<file path="config.mk">
export PLATFORM = sky130hd
export DESIGN_NAME = queue_with_remove_by_value_top
export DESIGN_NICKNAME = d
export VERILOG_FILES = /design/src/rtl/qrv_pkg.sv /design/src/rtl/qrv_cell.sv /design/src/rtl/qrv_ctrl.sv /design/src/rtl/queue_with_remove_by_value_top.sv
export SDC_FILE = /design/constraint.sdc
export NUM_CORES = 1
export LEC_CHECK = 0
export ABC_AREA = 1
export BUFFER_PORTS_ARGS = -buffer_cell sky130_fd_sc_hd__buf_2
export CORE_ASPECT_RATIO = 2
export CORE_UTILIZATION = 60
export CTS_BUF_LIST = sky130_fd_sc_hd__clkbuf_4 sky130_fd_sc_hd__clkbuf_8
export DETAILED_ROUTE_END_ITERATION = 7
export HOLD_SLACK_MARGIN = 0.15
export PLACE_DENSITY = 0.87
export SLEW_MARGIN = 20
export SYNTH_ARGS = -nofsm -noshare
export SYNTH_HDL_FRONTEND = slang
export SYNTH_SLANG_ARGS = --single-unit
</file>
<file path="constraint.sdc">
create_clock -name clk -period 13.89 [get_ports clk]
set_input_delay 0.6945 -clock clk [delete_from_list [all_inputs] [get_ports clk]]
set_output_delay 0.6945 -clock clk [all_outputs]
set_load 0.03 [all_outputs]
</file>
<file path="src/rtl/qrv_pkg.sv">
// qrv_pkg: shared types and codes of the queue with remove-by-value
// used by qrv_cell, qrv_ctrl and queue_with_remove_by_value_top
package qrv_pkg;

	localparam int DATA_W        = 32;
	localparam int DEPTH_DEFAULT = 16;

	// operation codes of a request
	localparam logic [1:0] OP_DEQUEUE = 2'd0;
	localparam logic [1:0] OP_ENQUEUE = 2'd1;
	localparam logic [1:0] OP_REMOVE  = 2'd2;

	// status codes of a response
	localparam logic [1:0] ST_DONE = 2'd0;
	localparam logic [1:0] ST_MISS = 2'd1;
	localparam logic [1:0] ST_FULL = 2'd2;

	typedef struct packed {
		logic [1:0]               op;
		logic signed [DATA_W-1:0] value;
	} req_t;

	typedef struct packed {
		logic                     removed;
		logic signed [DATA_W-1:0] removed_value;
		logic [1:0]               status;
	} rsp_t;

	// per-cell command: load takes the write bus, shift takes the neighbor
	typedef struct packed {
		logic load;
		logic shift;
	} cell_cmd_t;

endpackage

</file>
<file path="src/rtl/qrv_cell.sv">
// qrv_cell: one storage cell of the queue chain
// depends on qrv_pkg
module qrv_cell (
	input  logic                              clk,
	input  qrv_pkg::cell_cmd_t                cmd,
	input  logic signed [qrv_pkg::DATA_W-1:0] wr_data,
	input  logic signed [qrv_pkg::DATA_W-1:0] nbr_data,
	output logic signed [qrv_pkg::DATA_W-1:0] data
);
	import qrv_pkg::*;

	logic signed [DATA_W-1:0] data_q;

	// load wins over shift: the tail write-back lands in the freed cell
	always_ff @(posedge clk) begin
		if (cmd.load) begin
			data_q <= wr_data;
		end else if (cmd.shift) begin
			data_q <= nbr_data;
		end
	end

	assign data = data_q;

endmodule

</file>
<file path="src/rtl/qrv_ctrl.sv">
// qrv_ctrl: sequencer, fill count and response buffer of the queue
// depends on qrv_pkg; drives the qrv_cell chain
module qrv_ctrl #(
	parameter int DEPTH = qrv_pkg::DEPTH_DEFAULT
) (
	input  logic                              clk,
	input  logic                              arst_n,
	input  logic                              req_valid,
	output logic                              req_stall,
	input  qrv_pkg::req_t                     req,
	output logic                              rsp_valid,
	input  logic                              rsp_stall,
	output qrv_pkg::rsp_t                     rsp,
	input  logic signed [qrv_pkg::DATA_W-1:0] head,
	output qrv_pkg::cell_cmd_t                cmd [DEPTH],
	output logic signed [qrv_pkg::DATA_W-1:0] wr_data
);
	import qrv_pkg::*;

	localparam int CW = $clog2(DEPTH + 1);

	typedef enum logic {
		S_IDLE,
		S_ROTATE
	} state_t;

	state_t                   state_q;
	logic [CW-1:0]            count_q;
	logic [CW-1:0]            steps_q;
	logic signed [DATA_W-1:0] key_q;
	logic                     hit_q;
	logic signed [DATA_W-1:0] rval_q;
	rsp_t                     rsp_q;
	logic                     rsp_valid_q;
	rsp_t                     skid_q;
	logic                     skid_valid_q;

	logic          accept;
	logic          head_match;
	logic          shift_all;
	logic          wr_en;
	logic [CW-1:0] wr_idx;
	logic          res_fire;
	rsp_t          res;
	logic          start_rot;
	logic          rsp_take;

	assign req_stall  = (state_q != S_IDLE) | skid_valid_q;
	assign accept     = req_valid & ~req_stall;
	assign head_match = (head == key_q) & ~hit_q;
	assign rsp_take   = rsp_valid_q & ~rsp_stall;

	always_comb begin
		shift_all = 1'b0;
		wr_en     = 1'b0;
		wr_idx    = count_q;
		wr_data   = req.value;
		res_fire  = 1'b0;
		res       = '{removed: 1'b0, removed_value: '0, status: ST_DONE};
		start_rot = 1'b0;
		if (state_q == S_IDLE) begin
			if (accept) begin
				case (req.op)
					OP_DEQUEUE: begin
						res_fire = 1'b1;
						if (count_q == '0) begin
							res.status = ST_MISS;
						end else begin
							shift_all         = 1'b1;
							res.removed       = 1'b1;
							res.removed_value = head;
						end
					end
					OP_ENQUEUE: begin
						res_fire = 1'b1;
						if (count_q == CW'(DEPTH)) begin
							res.status = ST_FULL;
						end else begin
							wr_en = 1'b1;
						end
					end
					OP_REMOVE: begin
						if (count_q == '0) begin
							res_fire   = 1'b1;
							res.status = ST_MISS;
						end else begin
							start_rot = 1'b1;
						end
					end
					default: begin
						res_fire = 1'b1;
					end
				endcase
			end
		end else begin
			// pop the head, write it back at the tail unless it is the first match
			shift_all = 1'b1;
			wr_data   = head;
			wr_idx    = count_q - CW'(1);
			wr_en     = ~head_match;
			if (steps_q == CW'(1)) begin
				res_fire = 1'b1;
				if (hit_q | head_match) begin
					res.removed       = 1'b1;
					res.removed_value = hit_q ? rval_q : head;
				end else begin
					res.status = ST_MISS;
				end
			end
		end
	end

	always_comb begin
		for (int i = 0; i < DEPTH; i++) begin
			cmd[i].load  = wr_en & (wr_idx == CW'(i));
			cmd[i].shift = shift_all;
		end
	end

	always_ff @(posedge clk or negedge arst_n) begin
		if (!arst_n) begin
			state_q      <= S_IDLE;
			count_q      <= '0;
			steps_q      <= '0;
			hit_q        <= 1'b0;
			rsp_valid_q  <= 1'b0;
			skid_valid_q <= 1'b0;
		end else begin
			case (state_q)
				S_IDLE: begin
					if (accept) begin
						if (wr_en) begin
							count_q <= count_q + CW'(1);
						end else if (shift_all) begin
							count_q <= count_q - CW'(1);
						end
					end
					if (start_rot) begin
						state_q <= S_ROTATE;
						steps_q <= count_q;
						key_q   <= req.value;
						hit_q   <= 1'b0;
					end
				end
				S_ROTATE: begin
					steps_q <= steps_q - CW'(1);
					if (head_match) begin
						hit_q   <= 1'b1;
						rval_q  <= head;
						count_q <= count_q - CW'(1);
					end
					if (steps_q == CW'(1)) begin
						state_q <= S_IDLE;
					end
				end
				default: begin
					state_q <= S_IDLE;
				end
			endcase

			// two-slot response buffer
			if (rsp_take || !rsp_valid_q) begin
				rsp_valid_q <= skid_valid_q | res_fire;
				rsp_q       <= skid_valid_q ? skid_q : res;
				if (skid_valid_q && res_fire) begin
					skid_q <= res;
				end else begin
					skid_valid_q <= 1'b0;
				end
			end else if (res_fire) begin
				skid_q       <= res;
				skid_valid_q <= 1'b1;
			end
		end
	end

	assign rsp_valid = rsp_valid_q;
	assign rsp       = rsp_q;

endmodule

</file>
<file path="src/rtl/queue_with_remove_by_value_top.sv">
// queue_with_remove_by_value_top: bounded fifo queue with delete-by-value
// depends on qrv_pkg, qrv_cell and qrv_ctrl
//
// usage
//   request channel (req_valid, req_stall, req): one operation per request,
//   dequeue head, enqueue at tail or remove the first entry equal to a value
//   response channel (rsp_valid, rsp_stall, rsp): exactly one response per
//   request, in request order: removed flag, removed value, status
//   a transfer happens on a clock edge with valid high and stall low
// request handling
//   enqueue, dequeue and unused op codes: response registered into the buffer
//   at the edge that takes the request, one request per cycle while req_stall is low
//   remove by value: the chain rotates once through all fill_count entries,
//   comparing the head each cycle; the response is registered as the rotation
//   ends (at once on empty), and no new request is taken while it rotates
// reset
//   arst_n clears the fill count, sequencer and response buffer; cell contents
//   are not reset and only entries below the fill count are ever read
// receiver stall
//   responses wait in a two-slot buffer; req_stall rises when its second slot
//   fills, so no response is ever dropped
module queue_with_remove_by_value_top #(
	parameter int DEPTH = qrv_pkg::DEPTH_DEFAULT
) (
	input  logic          clk,
	input  logic          arst_n,
	input  logic          req_valid,
	output logic          req_stall,
	input  qrv_pkg::req_t req,
	output logic          rsp_valid,
	input  logic          rsp_stall,
	output qrv_pkg::rsp_t rsp
);
	import qrv_pkg::*;

	// cell i holds queue position i, cell 0 is the head
	logic signed [DATA_W-1:0] cell_data [DEPTH];
	cell_cmd_t                cmd [DEPTH];
	logic signed [DATA_W-1:0] wr_data;

	// sequencer: decodes requests, keeps the fill count, steers the chain
	qrv_ctrl #(
		.DEPTH(DEPTH)
	) u_ctrl (
		.clk      (clk),
		.arst_n   (arst_n),
		.req_valid(req_valid),
		.req_stall(req_stall),
		.req      (req),
		.rsp_valid(rsp_valid),
		.rsp_stall(rsp_stall),
		.rsp      (rsp),
		.head     (cell_data[0]),
		.cmd      (cmd),
		.wr_data  (wr_data)
	);

	// chain of cells: a shift moves every entry one place toward the head
	for (genvar i = 0; i < DEPTH; i++) begin : g_cell
		if (i == DEPTH - 1) begin : g_last
			// last cell has no right neighbor; it holds its own value
			qrv_cell u_cell (
				.clk     (clk),
				.cmd     (cmd[i]),
				.wr_data (wr_data),
				.nbr_data(cell_data[i]),
				.data    (cell_data[i])
			);
		end else begin : g_mid
			qrv_cell u_cell (
				.clk     (clk),
				.cmd     (cmd[i]),
				.wr_data (wr_data),
				.nbr_data(cell_data[i+1]),
				.data    (cell_data[i])
			);
		end
	end

endmodule

</file>
# [Word-level counts from Yosys, hierarchy flattened]
# Cells that the tools add are included.
[word_totals] elab_cells=195 regBits=660
[op_classes] eq_ne=26 add_sub_neg=3 mux=79 bitwise_logic=27 n_reduce_logical=30
[ops] cell="$mux W32" n=32
[ops] cell="$mux W35" n=7
[ops] cell="$mux W33" n=3
[ops] cell="$eq A5 B4 Y1 const B" n=8
[ops] cell="$eq A32 B32 Y1" n=1
[ops] cell="$reduce_bool A2 Y1" n=16
[ops] cell="$mux W5" n=6
[ops] cell="$mux W1" n=25
[ops] cell="$eq A5 B3 Y1 const B" n=4
[ops] cell="$pmux W5 S2" n=2
[ops] cell="$and A1 B1 Y1" n=19
[ops] cell="$reduce_and A3 Y1" n=4
[ops] cell="$eq A5 B1 Y1 const B" n=2
[ops] cell="$eq A5 B2 Y1 const B" n=2
[ops] cell="$logic_not A5 Y1" n=2
[ops] cell="$sub A5 B1 Y5 const B" n=2
[ops] cell="$ne A2 B2 Y1 const B" n=3
[ops] cell="$reduce_and A2 Y1" n=3
[ops] cell="$add A5 B1 Y5 const B" n=1
[ops] cell="$eq A5 B5 Y1 const B" n=1
[ops] cell="$not A1 Y1" n=5
[ops] cell="$ne A2 B1 Y1 const B" n=2
[ops] cell="$pmux W1 S2" n=2
[ops] cell="$pmux W2 S2" n=1
[ops] cell="10 further kinds" n=12

# [Longest topological paths before layout]
# Gate-level depths: netlist (run 1).
[logic_depth] ltp_word=9 depth_mapped=15 ltp_nobuf=13

# [Hierarchy]
# A second synthesis (run 1) with hierarchy kept.
[hier_totals] cells_unflattened=2907 hier_area_um2=29589.6
[modules_own_cells] mod="qrv_cell" seq_area_each_um2=960.9 cells_per_inst=137 area_per_inst_um2=1401.3 instances=16
[modules_own_cells] mod="qrv_ctrl" seq_area_each_um2=4374.2 cells_per_inst=715 area_per_inst_um2=7168.1 instances=1

# [Least setup slack after synthesis (run 1)]
# Ideal clock, no wire load.
[synth_timing] kind="flip-flop to flip-flop" start="register u_ctrl.state_q" end="register g_cell[15].g_last.u_cell.data_q[0], enable pin" required_time_ns=13.388 stages_incl_launch_ff=9 setup_ns=0.502 slack_ns=8.500 arrival_time_ns=4.888 period_less_slack_ns=5.390 cell_sequence="dfrtp_1 > buf_6 > inv_2 > buf_4 > clkbuf_1 > buf_1 > ha_1 > nand2_1 > nor4_1"
[synth_rtl] item="from (decl)" line="qrv_ctrl.sv:27" source="state_t state_q;"
[synth_rtl] item="from (signal assigned)" line="qrv_ctrl.sv:122" source="state_q <= S_IDLE;"
[synth_rtl] item="from (signal assigned)" line="qrv_ctrl.sv:139" source="state_q <= S_ROTATE;"
[synth_rtl] item="from (signal assigned)" line="qrv_ctrl.sv:153" source="state_q <= S_IDLE;"
[synth_rtl] item="to (signal assigned)" line="qrv_cell.sv:17" source="data_q <= wr_data;"
[synth_rtl] item="to (signal assigned)" line="qrv_cell.sv:19" source="data_q <= nbr_data;"
[synth_rtl] item="to (decl)" line="qrv_cell.sv:12" source="logic signed [DATA_W-1:0] data_q;"

# [Final worst setup path (run 1)]
[layout_timing] start="register u_ctrl.skid_valid_q" end="register g_cell[5].g_mid.u_cell.data_q[2], enable pin"
[layout_between] elab_chain_len=7
[layout_lines] item="from (decl)" line="qrv_ctrl.sv:36" source="logic skid_valid_q;"
[layout_lines] item="from (signal assigned)" line="qrv_ctrl.sv:127" source="skid_valid_q <= 1'b0;"
[layout_lines] item="from (signal assigned)" line="qrv_ctrl.sv:168" source="skid_valid_q <= 1'b0;"
[layout_lines] item="from (signal assigned)" line="qrv_ctrl.sv:172" source="skid_valid_q <= 1'b1;"
[layout_lines] item="$or A1 B1 Y1 (*)" line="qrv_ctrl.sv:48" source="assign req_stall = (state_q != S_IDLE) | skid_valid_q;"
[layout_lines] item="$not A1 Y1 (*)" line="qrv_ctrl.sv:49" source="assign accept = req_valid & ~req_stall;"
[layout_lines] item="$and A1 B1 Y1 (*)" line="qrv_ctrl.sv:49"
[layout_lines] item="$mux W1" line="qrv_ctrl.sv:62" source="if (accept) begin"
[layout_lines] item="$mux W1" line="qrv_ctrl.sv:61" source="if (state_q == S_IDLE) begin"
[layout_lines] item="$and A1 B1 Y1" line="qrv_ctrl.sv:115" source="cmd[i].load = wr_en & (wr_idx == CW'(i));"
[layout_lines] item="$reduce_bool A2 Y1 (no source line) (*)"
[layout_lines] item="to (signal assigned)" line="qrv_cell.sv:17"
[layout_lines] item="to (signal assigned)" line="qrv_cell.sv:19"
[layout_lines] item="to (decl)" line="qrv_cell.sv:12"
# Every way passes the cells marked *; elsewhere a longest branch is shown, timed or not.
# A chain may end at the register's enable or synchronous reset.

==> Flow_metrics.wiki, run 1 <==
{| class="wikitable"
! Metric !! Value
|-
| Library cells used by synthesis || 36
|-
| Count of yosys warnings during synthesis || 0
|-
| Number of nets in the layout || 3006
|-
| Max-slew violations || 0
|-
| Antenna violations before repair || 1
|-
| Pin count of the biggest net entering global routing || 233
|-
| Number of instances in the synthesized netlist || 2947
|-
| Post-synthesis average cell area || 10.3 sq um
|-
| Last weighted congestion value of the routability-driven placer || 0.959
|-
| Total power per unit cell area || 248 nW/um^2
|-
| Wire length of the first global-routing pass || 106000 um
|-
| Row count || 116
|-
| Starting density of the core || 60.6%
|-
| # Max-Cap Violations || 0
|-
| Hold path startpoint || req[20]
|-
| DR WL met3 || 4210 um
|-
| # fillers || 3587
|-
| Number of buffers created by CTS || 89
|-
| Worst reg2reg path startpoint || u_ctrl.skid_valid_q$_DFFE_PN0P_
|-
| Half-perimeter wire length after placement || 44300 um
|-
| WP data arrival || 6.02 ns
|-
| Synth top area cells || edfxtp_1 64%, nand2_1 15%, nand3_1 8.7%
|-
| Worst Clk Skew || 0.0253 ns
|-
| Time the worst path needs with I/O delays and setup || 5.72 ns
|-
| Flip-flop and latch count after synthesis || 660
|-
| Share of synthesized area occupied by flip-flops and latches || 65.3%
|-
| Area fraction of the dominant cell type after synthesis || 64.1%
|-
| Detailed Routing Iterations Pass 1 || 6
|-
| Fraction of layout instances using a drive strength above 1 || 11.5%
|-
| Via count of the first global-routing pass || 21900
|-
| Start-to-end type of the worst setup path || reg2reg
|-
| Synth Area in Simple Gates || 26.0%
|-
| Setup crit end kind || register
|-
| Cell chosen for the clock root || clkbuf_8
|-
| Relative max-transition margin || 21.2%
|-
| Fraction of the mapped netlist area in adder cells || 0.248%
|-
| Unrepaired setup endpoints after global routing || false
|-
| Class of the most critical hold timing path || in2reg
|-
| Clock slew at reported path FFs || 0.07 ns
|-
| Via count || 21600
|-
| Setup violators final || 0
|-
| Main combinational cell family by area after synthesis || simple AND/OR/NAND/NOR gates
|-
| Fmax || 175 MHz
|-
| Num Clock Sinks || 660
|-
| Sum Neg Setup Slack || 0 ns
|-
| Wire length on met1 || 21100 um
|-
| DRC violation count after routing || 0
|-
| Routed WL || 65800 um
|-
| Iteration-0 DRC count of the detailed router || 1762
|-
| Standard cell core area || 49900 sq um
|-
| Slew at the pin with the worst max-slew slack || 1.18 ns
|-
| Leakage power total || 13.6 nW
|-
| Required time worst endpoint || 14.20 ns
|-
| Clock tree from TritonCTS || done
|-
| Ratio of final minimum period to clock period || 41.2%
|-
| X dimension of the die || 161 um
|-
| Compound-cell area share of the yosys netlist || 2.22%
|-
| Congestion Overflow GR || 0
|-
| GRT Resource Usage Total || 25.9%
|-
| Vertical die dimension || 320 um
|-
| Post-synthesis mux area share || 0%
|-
| Worst hold-check slack || 0.225 ns
|-
| Number of top-level design ports || 75
|-
| DRT antenna net count || 0
|-
| Overall die area || 51400 sq um
|-
| Number of buffers on the longest clock path || 3
|-
| Area of the mapped netlist || 30300 sq um
|-
| Cell type contributing the most total cell area after synthesis || edfxtp_1
|-
| Xor and xnor fraction of the mapped netlist area || 0.835%
|-
| Highest fanout seen on the critical path || 232
|-
| Routed met2 length || 37300 um
|-
| Via density per instance || 5.86
|-
| Uppermost signal routing layer after detailed routing || met4
|-
| Synth Net Count || 2991
|-
| Outcome || completed
|-
| WL/cell || 17.9 um
|-
| Growth of design area from synthesis to finish || 7.13%
|-
| Worst setup path startpoint || u_ctrl.skid_valid_q$_DFFE_PN0P_
|-
| Number of buffers inserted by post-CTS setup repair || 0
|-
| Maximum resistive drop on vdd || 177 uV
|-
| Clock network latency to the later pin of the worst-skew pair || 0.67 ns
|-
| Startpoint types || register
|-
| CTS H-tree lvls || 3
|-
| Number of failing hold endpoints at the final stage || 0
|-
| Port Buf Inserts || 74
|}
-- placed cells by master, fill, tap and decap left out, types with 16 or more instances in the layout --
cell type  synthesis  final
nand2_2           14     16
nand3_1          524    524
clkinv_1           0     23
nor2_1            43     38
o21ai_1           32     21
clkbuf_8           0     91
xnor2_1           26     26
nand2_1         1233   1231
buf_4              3     63
clkbuf_4           0     26
o21ai_0           74     74
edfxtp_1         646    646
inv_1             60     60
buf_2             97     74
-- cell type report --
| cell class | instances | area [sq um] | area share [%] |
|---|---|---|---|
| flip-flops and latches | 660 | 19800 | 60.9 |
| diodes | 1 | 2.50 | 0.00772 |
| clock buffers | 117 | 1450 | 4.47 |
| clock inverters | 40 | 289 | 0.892 |
| multi-input cells | 2006 | 8990 | 27.7 |
| well taps | 649 | 812 | 2.51 |
| inverters | 67 | 264 | 0.815 |
| repair buffers | 138 | 853 | 2.63 |
-- sequential cells by signal (all words and copies together) (netlist names) --
register,cells
g_cell.g_last.u_cell.data,32
g_cell.g_mid.u_cell.data,480
u_ctrl.count_q,5
u_ctrl.hit_q,1
u_ctrl.key_q,32
u_ctrl.rsp,35
u_ctrl.rsp_valid,1
u_ctrl.rval_q,32
u_ctrl.skid_q,35
u_ctrl.skid_valid_q,1
u_ctrl.state_q,1
u_ctrl.steps_q,5
-- synthesized netlist by cell type, drive strengths merged --
cell,number
o21ai,109
xor2,2
dfrtp,14
a21oi,7
o211ai,2
a31oi,2
nand4,2
clkbuf,51
o221ai,3
nand3,526
o31ai,1
ha,6
edfxtp,646
nor2,44
nand2,1258
nor4,1
nor3,15
inv,67
buf,163
o21bai,2
xnor2,26
-- path summary, 6_finish.rpt --
path                                                            endpoint  slack [ns]  cells after the start
worst max-delay path            g_cell[5].g_mid.u_cell.data[2]$_DFFE_PP_        8.17                     12
worst min register to register               u_ctrl.rval_q[20]$_DFFE_PP_        0.47                      0
max in group asynchronous                       u_ctrl.hit_q$_DFFE_PN0P_       13.15                      2
min in group asynchronous                  u_ctrl.count_q[3]$_DFFE_PN0P_        0.46                      2
worst min-delay path                          u_ctrl.key_q[20]$_DFFE_PP_        0.23                      1
worst max register to register  g_cell[5].g_mid.u_cell.data[2]$_DFFE_PP_        8.17                     12
-- stage by stage --
step | worst slack [ns] | area (sq um) | power, mW | utilization (%) | instances
final | 8.17 | 32400 | 8.05 | 64.9 | 3678
after global routing | 7.83 | 32400 | 8.50 | 64.9 | 3678
after CTS | 8.32 | 32400 | 8.04 | 64.9 | 3677
after detailed placement | 8.39 | 30700 | 6.58 | 61.4 | 3519
after global placement | 8.51 | 30700 | 6.37 | 61.4 | 3519
after floorplan | 8.50 | 30300 | 5.81 | - | 2947
-- per-layer routing --
| layer | track usage, % | vias to the layer above |
|---|---|---|
| met2 | 50.2 | 992 |
| met1 | 25.1 | 10300 |
| met4 | 15.9 | 0 |
| li1 | - | 10000 |
| met5 | 0 | - |
| met3 | 4.05 | 220 |
-- cells by family after synthesis --
logic type,Yosys count
AOI/OAI and AO/OA,126
xor gates and xnor gates,28
adders and majority gates,6
buffers and inverters,281
DFF,660
and+or+nand+nor,1846
-- power breakdown --
group / switching (mW) / internal [mW]
clock network: 0.707 / 0.755
registers: 0.287 / 3.50
logic: 2.14 / 0.668
total: 3.13 / 4.92
-- critical path: stages (launching register included) --
cell	delay, ns
dfrtp_1	0.39
inv_2	0.50
nand3_2	0.23
inv_1	0.18
nand4_2	0.19
nand2_2	0.13
nand2_2	0.16
inv_12	0.50
buf_4	0.84
buf_4	0.85
nand2_4	0.42
nand2_1	0.17
buf_4	0.38
-- what timing repair did --
action                                 4_1_cts  5_1_grt
resized for setup                            0        0
hold buffers                                 1        0
endpoints found under the hold margin       14        0
Power figures use the tool's default switching activity.
==> run 2, diff against run 1 <==
==> constraint.sdc (replaced) <==
create_clock -name clk -period 5.5 [get_ports clk]
set_input_delay 0.275 -clock clk [delete_from_list [all_inputs] [get_ports clk]]
set_output_delay 0.275 -clock clk [all_outputs]
set_load 0.03 [all_outputs]
==> run 2 against run 1 <==
  * Cell count rose by 0.57%
  * Power rose to 2.5 times the previous value
  * Sequential cell count did not move
  * Wire length rose by 3.7%
  * Largest cell class unchanged
  * First-iteration DRC count rose by 37%
  * Hold slack improved by 0.11 ns
  * Utilization rose by 0.72 points
  * Sequential power rose to 2.5 times the previous value
  * Sequential share of layout area fell by 0.67 points
  * Register-to-register slack got worse by 7.2 ns
  * Die area did not move
==> Flow_metrics.wiki, run 2 (same netlist as run 1, synthesis figures left out) <==
{| class="wikitable"
! Metric !! Value
|-
| Clock network latency to the later pin of the worst-skew pair || 0.68 ns
|-
| Clock tree from TritonCTS || done
|-
| Max FFs per register || 480
|-
| DRT antenna net count || 0
|-
| Leakage power total || 13.7 nW
|-
| Routed WL || 68200 um
|-
| Outcome || completed
|-
| Via count of the first global-routing pass || 22100
|-
| Relative max-transition margin || 21.8%
|-
| CTS H-tree lvls || 3
|-
| Area used by multi-input combinational logic || 9040 sq um
|-
| Start-to-end type of the worst setup path || reg2reg
|-
| Vertical die dimension || 320 um
|-
| WP data arrival || 4.88 ns
|-
| Number of buffers on the longest clock path || 3
|-
| Half-perimeter wire length after placement || 45900 um
|-
| # Max-Cap Violations || 0
|-
| Class of the most critical hold timing path || in2reg
|-
| Time the worst path needs with I/O delays and setup || 4.52 ns
|-
| Clock slew at reported path FFs || 0.07 ns
|-
| Crit path max-delay family || simple AND/OR/NAND/NOR gates
|-
| Startpoint types || register
|-
| Ratio of final minimum period to clock period || 82.1%
|-
| # hold bufs at CTS || 39
|-
| Cells along the critical path || inv_2 > nand3_2 > inv_1 > nand4_2 > nand2_2 > nand2_2 > inv_12 > nand2_4 > nand2_1 > buf_4
|-
| Maximum resistive drop on vdd || 561 uV
|-
| WL/cell || 18.4 um
|-
| Destination of the critical timing path || g_cell[3].g_mid.u_cell.data[21]$_DFFE_PP_
|-
| Worst Setup Slack, final || 0.982 ns
|-
| Post-layout utilization of the core || 65.6%
|-
| Worst Clk Skew || 0.0297 ns
|-
| Congestion Overflow GR || 0
|-
| Bufs and invs on worst path || 4
|-
| Destination of the worst register-to-register timing path || g_cell[3].g_mid.u_cell.data[21]$_DFFE_PP_
|-
| Required time worst endpoint || 5.86 ns
|-
| Number of buffers inserted by post-CTS setup repair || 0
|-
| Antenna violations before repair || 1
|-
| Setup crit end kind || register
|-
| Worst reg2reg path startpoint || u_ctrl.state_q$_DFF_PN0_
|-
| Max-slew violations || 0
|-
| Overall die area || 51400 sq um
|-
| Worst setup path startpoint || u_ctrl.state_q$_DFF_PN0_
|-
| Row count || 116
|-
| Slew at the pin with the worst max-slew slack || 1.17 ns
|-
| Most common cell after layout, fill and taps aside || nand2_1
|-
| Critical Path Max Stage Delay || 0.80 ns
|-
| Port Buf Inserts || 74
|-
| FF/Latch Area || 19800 sq um
|-
| Fmax || 221 MHz
|-
| Highest fanout seen on the critical path || 250
|-
| Starting density of the core || 60.6%
|-
| Unrepaired setup endpoints after global routing || false
|-
| Number of top-level design ports || 75
|-
| Setup Slack @ Placement || 1.13 ns
|-
| Standard cell core area || 49900 sq um
|-
| Last weighted congestion value of the routability-driven placer || 0.953
|-
| X dimension of the die || 161 um
|-
| Total power per unit cell area || 625 nW/um^2
|-
| Number of cells traversed by the worst register-to-register path || 10
|-
| Critical Path Most Common Cell || nand2_2
|-
| Number of failing hold endpoints at the final stage || 0
|-
| Sum Neg Setup Slack || 0 ns
|-
| Pin count of the biggest net entering global routing || 251
|-
| Fraction of layout instances using a drive strength above 1 || 11.5%
|-
| Setup violators final || 0
|-
| Iteration-0 DRC count of the detailed router || 2413
|-
| FF-to-FF setup slack || 0.98 ns
|-
| DRC violation count after routing || 0
|-
| Highest-count cells in the layout ignoring fill and taps || 1231 x nand2_1, 646 x edfxtp_1, 524 x nand3_1
|-
| Hold path startpoint || req[9]
|-
| Number of nets in the layout || 3029
|-
| Detailed Routing Iterations Pass 1 || 8
|-
| Number of buffers created by CTS || 84
|-
| GRT Resource Usage Total || 26.6%
|-
| Resize count post-CTS || 0
|-
| Num Clock Sinks || 660
|-
| CP max stage cell || nand2_1
|-
| Cell chosen for the clock root || clkbuf_8
|-
| Cell count along the critical path || 10
|-
| Via count || 21800
|-
| Wire length of the first global-routing pass || 109000 um
|-
| Growth of design area from synthesis to finish || 8.32%
|-
| # fillers || 3472
|-
| Via density per instance || 5.89
|}
-- run 2: changes by cell type in the layout (fill, tap and decap cells not counted), sizes merged --
cell         before  now
clkinv           31   27
inv              71   69
clkinvlp          1    2
dlygate4sd3       1   39
buf             137  127
bufinv            4    6
clkbuf          117  113
-- run 2: final cells by class --
cell class / instances / area share, %
clock buffers: 113 / 4.27
clock inverters: 37 / 1.01
multi-input cells: 2006 / 27.6
well taps: 649 / 2.48
inverters: 67 / 0.806
repair buffers: 166 / 3.57
flip-flops and latches: 660 / 60.3
diodes: 1 / 0.00764
-- run 2: power by group --
group          total, mW  switching [mW]  internal (mW)
Clock               3.74            1.79           1.94
Sequential          9.59           0.743           8.84
Combinational       7.15            5.48           1.67
Total               20.5            8.02           12.5
-- run 2: worst min-delay path by stage --
stage                                    endpoint  cells past startpoint
finish                  u_ctrl.key_q[9]$_DFFE_PP_                      2
global route            u_ctrl.key_q[9]$_DFFE_PP_                      2
CTS                     u_ctrl.key_q[5]$_DFFE_PP_                      2
detailed placement  u_ctrl.steps_q[1]$_DFFE_PN0P_                      1
global placement    u_ctrl.steps_q[1]$_DFFE_PN0P_                      1
floorplan           u_ctrl.count_q[0]$_DFFE_PN0P_                      0
-- run 2: layer usage --
layer | vias up | track usage [%] | share of wire, %
met5 | - | 0 | 0
met4 | 0 | 16.5 | 5.1
met3 | 284 | 3.83 | 6.2
met2 | 1108 | 52.1 | 57
met1 | 10300 | 25.4 | 31
li1 | 10100 | - | -
-- run 2: stage by stage --
| stage | cell area [sq um] | cells | power, mW | hold WS (ns) |
|---|---|---|---|---|
| after floorplan | 30300 | 2947 | 14.7 | -0.0206 |
| after global placement | 30600 | 3508 | 16.1 | 0.216 |
| after detailed placement | 30600 | 3508 | 16.6 | 0.215 |
| after CTS | 32700 | 3697 | 20.4 | 0.311 |
| after global routing | 32800 | 3699 | 21.6 | 0.337 |
| final | 32800 | 3699 | 20.5 | 0.340 |
==> run 3, diff against run 2 <==
==> constraint.sdc (replaced) <==
create_clock -name clk -period 4.6 [get_ports clk]
set_input_delay 0.23 -clock clk [delete_from_list [all_inputs] [get_ports clk]]
set_output_delay 0.23 -clock clk [all_outputs]
set_load 0.03 [all_outputs]
==> run 3 against run 2 <==
  * The flow now finishes with violations (DRC)
  * Largest cell class unchanged
  * Global-route usage shrank 1.3 points
  * Critical path depth is 2 higher
  * Maximum frequency is 9.4% higher
  * Non-clock buffer count grew 7
  * Cell count grew 0.19%
  * Via count shrank 1.7%
  * Largest power group unchanged
  * Highest routed layer unchanged
  * Wire length shrank 6.3%
==> Flow_metrics.wiki, run 3 (same netlist as run 1, synthesis figures left out) <==
{| class="wikitable"
! Metric !! Value
|-
| Last weighted congestion value of the routability-driven placer || 0.887
|-
| Clock power frac || 17.9%
|-
| Startpoint types || register
|-
| Pin count of the biggest net entering global routing || 224
|-
| Start-to-end type of the worst setup path || reg2reg
|-
| Maximum resistive drop on vdd || 629 uV
|-
| Row count || 116
|-
| Net switching power of the design || 9.31 mW
|-
| Met2 Use GR || 49.8%
|-
| DRC violation count after routing || 1
|-
| GRT Resource Usage Total || 25.3%
|-
| Number of nets in the layout || 3039
|-
| Critical Path Most Common Cell || nand2_1
|-
| DRT antenna net count || 0
|-
| Clock tree from TritonCTS || done
|-
| Number of buffers created by CTS || 87
|-
| Worst Clk Skew || 0.0319 ns
|-
| Leakage power total || 13.7 nW
|-
| Half-perimeter wire length after placement || 43600 um
|-
| Cell internal pwr || 14.8 mW
|-
| CTS H-tree lvls || 3
|-
| Total chip power || 24.1 mW
|-
| Total power per unit cell area || 735 nW/um^2
|-
| WL/cell || 17.2 um
|-
| Wire length of the first global-routing pass || 104000 um
|-
| Unrepaired setup endpoints after global routing || false
|-
| Sum Neg Setup Slack || 0 ns
|-
| Relative max-transition margin || 24.4%
|-
| Failing checks || DRC
|-
| FF/Latch Area || 19800 sq um
|-
| Outcome || finished, violations left
|-
| Global routing met3 resource utilization || 3.67%
|-
| Setup violators final || 0
|-
| # Max-Cap Violations || 0
|-
| Via count || 21400
|-
| Via count of the first global-routing pass || 22200
|-
| Time the worst path needs with I/O delays and setup || 4.13 ns
|-
| Highest-count cells in the layout ignoring fill and taps || 1232 x nand2_1, 646 x edfxtp_1, 524 x nand3_1
|-
| Fraction of met1 tracks used by global routing || 23.9%
|-
| Vertical die dimension || 320 um
|-
| CP max stage cell || xnor2_1
|-
| Comb pwr share || 34.8%
|-
| Routed WL || 63800 um
|-
| Number of top-level design ports || 75
|-
| # fillers || 3443
|-
| Number of buffers on the longest clock path || 3
|-
| Num Clock Sinks || 660
|-
| Detailed Routing Iterations Pass 1 || 8
|-
| Port Buf Inserts || 74
|-
| Cell chosen for the clock root || clkbuf_8
|-
| Iteration-0 DRC count of the detailed router || 1962
|-
| Class of the most critical hold timing path || in2reg
|-
| Number of failing hold endpoints at the final stage || 0
|-
| Sequential share of power || 47.4%
|-
| Fmax || 242 MHz
|-
| Number of buffers inserted by post-CTS setup repair || 0
|-
| Area used by multi-input combinational logic || 9030 sq um
|-
| Antenna violations before repair || 1
|-
| Max FFs per register || 480
|-
| Layer carrying the most global-route usage || met2
|-
| Crit path max-delay family || simple AND/OR/NAND/NOR gates
|-
| Slew at the pin with the worst max-slew slack || 1.13 ns
|-
| Net switching fraction of the power || 38.7%
|-
| Ratio of final minimum period to clock period || 89.8%
|-
| Highest fanout seen on the critical path || 185
|-
| Max-slew violations || 0
|-
| Congestion Overflow GR || 0
|-
| Fraction of layout instances using a drive strength above 1 || 11.5%
|-
| Required time worst endpoint || 4.96 ns
|-
| Most common cell after layout, fill and taps aside || nand2_1
|-
| Starting density of the core || 60.6%
|-
| Bufs and invs on worst path || 3
|-
| Via density per instance || 5.78
|-
| WP data arrival || 4.49 ns
|-
| Clock network latency to the later pin of the worst-skew pair || 0.68 ns
|-
| Clock slew at reported path FFs || 0.06 ns
|-
| Standard cell core area || 49900 sq um
|-
| Growth of design area from synthesis to finish || 8.23%
|-
| X dimension of the die || 161 um
|-
| Setup crit end kind || register
|-
| Critical Path Max Stage Delay || 0.66 ns
|-
| Overall die area || 51400 sq um
|-
| Cells along the critical path || xnor2_1 > nand2_1 > nor2_1 > nand2_1 > nor2_1 > nand4_1 > nand2_2 > inv_12 > nand2_1 > buf_4 > nand2_1 > buf_4
|}
run 3: cell types whose count changed in the layout (fill, tap and decap cells not counted), moves of 2 or more:
cell | before | now
buf_4 | 50 | 59
buf_6 | 3 | 0
bufinv_16 | 6 | 3
clkbuf_4 | 25 | 28
clkinv_1 | 15 | 17
clkinv_2 | 12 | 8
inv_6 | 1 | 4
o21ai_1 | 8 | 13
o21ai_2 | 27 | 22
run 3: per-stage QoR:
stage | hold slack [ns] | utilization, % | worst slack (ns) | area (sq um) | cells
2_1_floorplan | -0.0656 | - | 0.551 | 30300 | 2947
3_3_place_gp | 0.152 | 61.3 | 0.581 | 30600 | 3516
4_1_cts | 0.255 | 65.5 | 0.586 | 32700 | 3705
6_report | 0.291 | 65.6 | 0.470 | 32700 | 3706
3_5_place_dp | 0.162 | 61.4 | 0.620 | 30600 | 3516
5_1_grt | 0.290 | 65.6 | 0.379 | 32700 | 3706
run 3: area by class of cell:
| type | instances | area share, % |
|---|---|---|
| clock inverters | 35 | 0.779 |
| well taps | 649 | 2.48 |
| repair buffers | 173 | 3.74 |
| diodes | 1 | 0.00764 |
| inverters | 67 | 0.806 |
| flip-flops and latches | 660 | 60.3 |
| clock buffers | 115 | 4.30 |
| multi-input cells | 2006 | 27.6 |
run 3: repair_timing:
action	CTS	global route
setup endpoints to repair	0	0
endpoints found under the hold margin	61	0
hold buffers	39	0
gates resized for setup	0	0
run 3: power by group through the flow:
stage / combinational [mW] / clock, mW / sequential [mW]
after floorplan: 6.13 / 0 / 11.4
after global placement: 7.59 / 0 / 11.3
after detailed placement: 8.18 / 0 / 11.5
after CTS: 8.27 / 4.33 / 11.4
after global routing: 9.33 / 4.55 / 11.6
final: 8.37 / 4.30 / 11.4
run 3: final timing paths:
check,startpoint,end,slack (ns),cells after the start
max,g_cell[0].g_mid.u_cell.data[31]$_DFFE_PP_,g_cell[12].g_mid.u_cell.data[28]$_DFFE_PP_,0.47,12
min,req[5],u_ctrl.key_q[5]$_DFFE_PP_,0.29,2
max reg2reg,g_cell[0].g_mid.u_cell.data[31]$_DFFE_PP_,g_cell[12].g_mid.u_cell.data[28]$_DFFE_PP_,0.47,12
min reg2reg,g_cell[0].g_mid.u_cell.data[20]$_DFFE_PP_,u_ctrl.rval_q[20]$_DFFE_PP_,0.48,0
max in group asynchronous,arst_n,u_ctrl.hit_q$_DFFE_PN0P_,3.39,3
min in group asynchronous,arst_n,u_ctrl.steps_q[1]$_DFFE_PN0P_,0.71,3
run 3: routing by layer:
layer  share of wire, %  vias to the layer above  routed length (um)
li1                   -                    10100                   -
met5                  0                        -                   0
met4                5.0                        0                3190
met1                 32                    10200               20600
met2                 57                      902               36600
met3                5.4                      244                3460
